[src/hw/rtl/assert_macros.svh]
// assertion helpers used by the rtl top
`ifndef ASSERT_MACROS_SVH
`define ASSERT_MACROS_SVH

// implication checked on every rising edge outside reset
`define SAOE_ASSERT_IMPLY(lbl, clk, rst_n, ante, cons) \
  lbl: assert property (@(posedge clk) disable iff (!rst_n) (ante) |-> (cons)) \
    else $error("implication check failed");

// condition that must never hold outside reset
`define SAOE_ASSERT_NEVER(lbl, clk, rst_n, cond) \
  lbl: assert property (@(posedge clk) disable iff (!rst_n) !(cond)) \
    else $error("forbidden condition seen");

`endif

[src/hw/rtl/saoe_pkg.sv]
package saoe_pkg;

  // q2.30 unit vector component
  localparam int Q_W      = 32;
  localparam int FRAC_W   = 30;
  // normalised magnitude width and root / quotient width
  localparam int M_W      = 30;
  localparam int R_W      = 31;
  localparam int WORD_W   = 64;

  localparam int SAT_W    = 37;
  localparam int SUN_W    = 29;
  localparam int ECC_W    = 17;
  localparam int SYS_W    = 2;
  localparam int OFF_W    = 18;
  localparam int CROSS_W  = 64;

  // pipeline latencies
  localparam int UNIT_LAT  = 5 + R_W + R_W + 1;
  localparam int CROSS_LAT = 2;
  localparam int FINAL_LAT = 3;
  localparam int PIPE_LAT  = 3 * UNIT_LAT + 2 * CROSS_LAT + FINAL_LAT;

  localparam logic [SYS_W-1:0] SYS_OTHER = 2'd2;
  localparam int OFF_MAX = 131071;

  typedef logic signed [Q_W-1:0] q_t;
  typedef q_t qvec_t [3];

endpackage

[src/hw/rtl/saoe_delay.sv]
module saoe_delay import saoe_pkg::*; #(
  parameter int WIDTH = 8,
  parameter int DEPTH = 4
) (
  input  logic             clk,
  input  logic [WIDTH-1:0] din,
  output logic [WIDTH-1:0] dout
);

  logic [WIDTH-1:0] sr_r [DEPTH];

  // plain shift line, no reset on payload
  always_ff @(posedge clk) begin
    sr_r[0] <= din;
    for (int i = 1; i < DEPTH; i++) begin
      sr_r[i] <= sr_r[i-1];
    end
  end

  assign dout = sr_r[DEPTH-1];

endmodule

[config.mk]
export PLATFORM = sky130hd
export DESIGN_NAME = saoe_delay
export DESIGN_NICKNAME = d
export VERILOG_FILES = /design/src/hw/rtl/assert_macros.svh /design/src/hw/rtl/saoe_pkg.sv /design/src/hw/rtl/saoe_delay.sv
export SDC_FILE = /design/constraint.sdc
export NUM_CORES = 1
export LEC_CHECK = 0
export BUFFER_PORTS_ARGS = -buffer_cell sky130_fd_sc_hd__buf_2
export CAP_MARGIN = 10
export CORE_MARGIN = 3
export CORE_UTILIZATION = 38
export DETAILED_ROUTE_END_ITERATION = 7
export GPL_TIMING_DRIVEN = 0
export SETUP_SLACK_MARGIN = 0.2
export SYNTH_ARGS = -nofsm -noshare
export SYNTH_HDL_FRONTEND = slang
export SYNTH_SLANG_ARGS = --single-unit
[constraint.sdc]
create_clock -name clk -period 0.8 [get_ports clk]
set_input_delay 0 -clock clk [delete_from_list [all_inputs] [get_ports clk]]
set_output_delay 0 -clock clk [all_outputs]
set_load 0.02 [all_outputs]
======== Yosys cells after proc, flatten, opt, wreduce, memory -nomap -nowiden ========
Memory sizes are Yosys's and may differ from the RTL's.
Index checks and enable logic that the tools add are counted.
word-level totals
  register bits after elaboration ......... 0
  latch bits .............................. 0
  RAM bits ................................ 32
  memory bits (read-only) ................. 0
  bits of input ports ..................... 9
  output and inout port bits .............. 8
  logic and storage cells ................. 1
  memories ................................ 1
cells by class
  $add $sub $neg .......................... 0
  $mul .................................... 0
  div/mod/pow operators ................... 0
  magnitude comparators ................... 0
  equal/unequal tests ..................... 0
  shifts and indexed selects .............. 0
  mux-type cells .......................... 0
  bitwise gates (word level) .............. 0
  reductions and logical operators ........ 0
memories
  memory  depth  bits a word  rd ports  clocked after Yosys merged registers in  write ports  line              RTL
  sr_r    4      8            4         0                                        4            saoe_delay.sv:10  logic [WIDTH-1:0] sr_r [DEPTH];

======== Longest topological paths before layout ========
Gate-level depths: netlist (run 1).
  word-level depth ........................ 0
  gate-level depth with buffers ........... 0
  depth with buffers taken out ............ 0

======== Worst setup path before layout (run 1) ========
No wires, ideal clock.
  path kind ............................... reg2out
  start point ............................. mem sr_r[3][0]
  end point ............................... out dout[0]
  data arrival time ....................... 0.395 ns
  required time ........................... 0.800 ns
  slack ................................... 0.405 ns
  stages on the path, launching flop included .. 1
  path buffers ............................ 0
  cell sequence ........................... dfxtp_1
RTL lines
  item                line              RTL
  start: declaration  saoe_delay.sv:10
  end: declaration    saoe_delay.sv:7   output logic [WIDTH-1:0] dout

==> flow_summary.toml, run 1 <==
[timing]
max_freq_ghz = 1.35
skew_ns = 0.00308
hold_viol = 0
period_needed_ns = 0.739
tightest_slew_ns = 0.0828
drv_slew = 0
setup_violations = 0
tns_ns = 0
fin_hold_ws_ns = 0.328
min_period_over_period_pct = 92.4
slew_headroom_pct = 94.5
rsz0062_at_grt = "true"

[cts]
post-cts-setup-buffer-count = 0
clkSinkCount = 32
clk_pin_slew_ns = 0.08
worstSkewPairLatency_ns = 0.30
cts_buffers = 5
ctsHtreeMaxLevel = 2
cts_tree = "yes"
clock_path_buffers = 2
cts-root-buf = "clkbuf_4"

[logic_synthesis]
synth-edff-count = 0
seq_area_frac_synth_pct = 100
synth.most_common_cell = "dfxtp_1"
netlist_area_um2 = 641
synthTopCellsByArea = "dfxtp_1"
synth_area_leader_cell = "dfxtp_1"
syn-num-nets = 41
avgSynthCellArea_um2 = 20.0
syn_inst = 32
synth_top_area_share_pct = 100
yosys_most_used_dff = "dfxtp_1"
yosysWarnings = 0
synthArstFlopShare_pct = 0
synth_commonest_cells = "dfxtp_1"
ys_ff_latch = 32
synth_cell_types = 1

[power_and_ir_drop]
total_power_w = 0.00275
p_per_area_nw_per_um2 = 2910
leakagePower_nw = 0.421
switchingPower_w = 0.000497
intPower_w = 0.00226
p_comb_share_pct = 4.4
vdd.ir_drop.worst_mv = 1.86
clockPowerShare_pct = 33.8
seq_power_share_pct = 61.8
netSwitchingFraction_pct = 18.0

[setup_path]
path_buf_inv = 1
worstPathRequired_ns = 0.80
worst_path_dominant_cell_family = "flip-flops"
crit_type = "flip-flop to primary output"
crit_path_cell_trace = "buf_6"
crit_path_end_kind = "primary output"
crit_arrival_ns = 0.74
crit_path_max_incr_delay_ns = 0.32
slowest_stage = "dfxtp_2"
path_max_fanout = 1
cp-start-kind = "flip-flop"

[die]
rows = 14
die_w_um = 47.1
initial_core_util_pct = 41.6
ios = 17
dieArea_um2 = 2210
core-area_um2 = 1540
die_y_um = 47.1

[detailed_routing]
wl_met3_um = 57
routedLengthMet1_um = 234
antenna_left = 0
vias_per_cell = 3.87
top_layer = "met4"
drc = 0
vias = 306
route.met2.wl_um = 399
routedWlPerCell_um = 8.87
first_iter_violations = 0
first_pass_iters = 1
routed_wl_um = 701

[min_path]
hp-class = "flip-flop to flip-flop"

[place]
io_buffers = 16
placed_area_um2 = 741
dp.cells = 64
gp_congestion = 0.577

[finish]
regMostFlops = "sr_r"
design_area_um2 = 946
multi_input_area_um2 = 0
multi_input_comb_cells = 0
areaGrowthSynthToFinish_pct = 47.7
nNetsFinal = 72
reg.largest.list = "sr_r (32)"
n_antenna_cell = 0
drive_above_1_share_pct = 49.2
stdcell_count = 79
largest_register_ffs = 32

[status]
status = "finished, final reports clean"

[global_routing]
grt_pass1_wl_mm = 1.05
grt_antenna_before_repair = 0
grt.overflow.total = 0
track_usage_pct = 8.23
grt_pass1_vias = 287
grt_max_degree = 10

[run]
cap_violations = 0
-- cells in the final DEF, fill, tap and decap left out --
master,n
buf_2,8
buf_6,8
clkbuf_4,5
clkbuf_8,2
dfxtp_1,24
dfxtp_2,8
dlygate4sd3_1,8
-- kinds of logic after synthesis --
| group | after synthesis | synth area share (%) |
|---|---|---|
| DFF | 32 | 100 |
-- per-stage QoR --
step                      utilization (%)  setup slack [ns]
after floorplan                         -             0.405
after global placement               48.1             0.362
after detailed placement             48.1             0.362
after CTS                            61.4            0.0355
after global routing                 61.4            0.0187
final                                61.4            0.0609
-- worst paths after layout --
check	cells past startpoint	end	start	slack [ns]
worst min register to register	0	sr_r[3][6]$_DFF_P_	sr_r[2][6]$_DFF_P_	0.33
worst min-delay path	0	sr_r[3][6]$_DFF_P_	sr_r[2][6]$_DFF_P_	0.33
worst max-delay path	1	dout[7]	sr_r[3][7]$_DFF_P_	0.06
worst max register to register	0	sr_r[1][3]$_DFF_P_	sr_r[0][3]$_DFF_P_	0.39
-- area by class of cell --
| class | instances | area (um2) |
|---|---|---|
| sequential | 32 | 651 |
| fill | 117 | 596 |
| timing repair buffer | 24 | 210 |
| clock buffer | 7 | 65.1 |
| tap | 16 | 20.0 |
-- metal layers --
layer / up-vias / GRT usage, %
met2: 11 / 13.0
met4: 0 / 6.63
met1: 135 / 5.58
met5: - / 0
li1: 158 / -
met3: 2 / 8.05
-- power by group through the flow --
stage / sequential, W / combinational, W / clock [W]
floorplan: 0.00176 / 0 / 0
global placement: 0.00173 / 0.0000650 / 0
detailed placement: 0.00173 / 0.0000662 / 0
CTS: 0.00170 / 0.000121 / 0.000980
global route: 0.00171 / 0.000130 / 0.00103
finish: 0.00170 / 0.000121 / 0.000931
-- what timing repair did --
| item | CTS | global route |
|---|---|---|
| resized for setup | 24 | 0 |
| hold endpoints to repair | 8 | 0 |
| pin swaps | 0 | 0 |
| setup endpoints to repair | 8 | 8 |
| hold buffers | 8 | 0 |
Power figures use the tool's default switching activity.
==> run 2, diff against run 1 <==
CTS_BUF_LIST = sky130_fd_sc_hd__clkbuf_8   (was not set)
clock period = 0.9 ns   (was 0.8 ns; I/O delays follow)
==> run 2 against run 1 <==
Effect of this change: worst hold slack got worse by 0.0042 ns; critical path depth did not move; combinational power fell by 12%; clock skew fell by 0.0013 ns; flip-flop and latch count did not move; total power fell by 1.2%; final cell count did not move; die area did not move; clock-buffer cell count did not move; utilization rose by 2.0 points; sequential share of layout area fell by 2.2 points.
==> flow_summary.toml, run 2 (synthesis gave the netlist of run 1 again) <==
[setup_path]
cp-start-kind = "flip-flop"
slowest_stage = "dfxtp_2"
crit_arrival_ns = 0.69
crit_type = "flip-flop to primary output"
r2r_cells = 0
cp.depth = 1
path_max_fanout = 1
crit_path_cell_trace = "buf_6"
crit_path_max_incr_delay_ns = 0.31
path_buf_inv = 1
worst_path_dominant_cell_family = "flip-flops"
worstPathRequired_ns = 0.90
crit_path_end_kind = "primary output"

[cts]
worstSkewPairLatency_ns = 0.26
clock_path_buffers = 2
clkSinkCount = 32
cts-root-buf = "clkbuf_8"
ctsHtreeMaxLevel = 2
clk_pin_slew_ns = 0.05
cts_tree = "yes"
cts_buffers = 5

[place]
gp_congestion = 0.577
placed_area_um2 = 741
io_buffers = 16

[timing]
tns_ns = 0
min_period_over_period_pct = 77.0
slew_headroom_pct = 95.4
skew_ns = 0.00178
setup_violations = 0
rsz0062_at_grt = "true"
max_freq_ghz = 1.44
tightest_slew_ns = 0.0692
hold_viol = 0
drv_slew = 0
period_needed_ns = 0.693

[global_routing]
grt_max_degree = 10
grt_pass1_wl_mm = 1.11
grt_pass1_vias = 298
grt_antenna_before_repair = 0
track_usage_pct = 8.78
grt.overflow.total = 0

[power_and_ir_drop]
leakagePower_nw = 0.434
p_per_area_nw_per_um2 = 2780
vdd.ir_drop.worst_mv = 1.83

[detailed_routing]
top_layer = "met4"
vias_per_cell = 3.73
drc = 0
route.met2.wl_um = 394
first_pass_iters = 1
routedLengthMet1_um = 249
vias = 295
routedWlPerCell_um = 8.99
first_iter_violations = 0
wl_met3_um = 56
routed_wl_um = 710
antenna_left = 0

[die]
core-area_um2 = 1540
die_w_um = 47.1
initial_core_util_pct = 41.6
dieArea_um2 = 2210
die_y_um = 47.1
ios = 17
rows = 14

[finish]
layout_commonest_cell = "dfxtp_1"
nNetsFinal = 72
drive_above_1_share_pct = 49.2
multi_input_area_um2 = 0
largest_register_ffs = 32
n_antenna_cell = 0
regMostFlops = "sr_r"
areaGrowthSynthToFinish_pct = 52.5
multi_input_comb_cells = 0
design_area_um2 = 977
reg.largest.list = "sr_r (32)"
layout_common_cells = "dfxtp_1, dlygate4sd3_1, buf_2, buf_6, dfxtp_2"

[status]
status = "finished, final reports clean"

[run]
cap_violations = 0

[min_path]
hp-class = "flip-flop to flip-flop"
whs_path_depth = 0
run 2: cell counts in the layout (fill, tap and decap cells not counted):
No cell type changed its count.
run 2: through the flow:
stage	std cells	worst slack, ns	hold WS (ns)	utilization (%)	power (W)
4_1_cts	79	0.194	0.324	63.4	0.00275
2_1_floorplan	32	0.505	0.0277	-	0.00156
6_report	79	0.207	0.324	63.4	0.00272
5_1_grt	79	0.179	0.327	63.4	0.00283
3_5_place_dp	64	0.462	0.104	48.1	0.00160
3_3_place_gp	64	0.462	0.103	48.1	0.00159
run 2: layout make-up:
class	count	area, um2
Fill cell	108	564
Clock buffer	7	96.3
Tap cell	16	20.0
Sequential cell	32	651
Timing Repair Buffer	24	210
run 2: path summary, 6_finish.rpt:
| kind | startpoint | end | slack, ns |
|---|---|---|---|
| worst max register to register | sr_r[0][3]$_DFF_P_ | sr_r[1][3]$_DFF_P_ | 0.49 |
| worst min register to register | sr_r[2][6]$_DFF_P_ | sr_r[3][6]$_DFF_P_ | 0.32 |
| worst min-delay path | sr_r[2][6]$_DFF_P_ | sr_r[3][6]$_DFF_P_ | 0.32 |
| worst max-delay path | sr_r[3][6]$_DFF_P_ | dout[6] | 0.21 |
run 2: power breakdown:
group	total, W	switching [W]	internal (W)
Combinational	0.000107	0.0000384	0.0000688
Sequential	0.00152	0.0000181	0.00150
Clock	0.00110	0.000420	0.000679
Total	0.00272	0.000476	0.00224
run 2: what timing repair did:
| action | in CTS | in global routing |
|---|---|---|
| hold buffers | 8 | 0 |
| setup endpoints to repair | 8 | 8 |
| setup buffers | 0 | 0 |
| resized for setup | 24 | 0 |
| endpoints found under the hold margin | 8 | 0 |
run 2: routing by layer:
| metal | vias up | global-route usage, % |
|---|---|---|
| li1 | 156 | - |
| met1 | 126 | 6.54 |
| met2 | 11 | 13.0 |
| met3 | 2 | 8.05 |
| met4 | 0 | 8.29 |
| met5 | - | 0 |
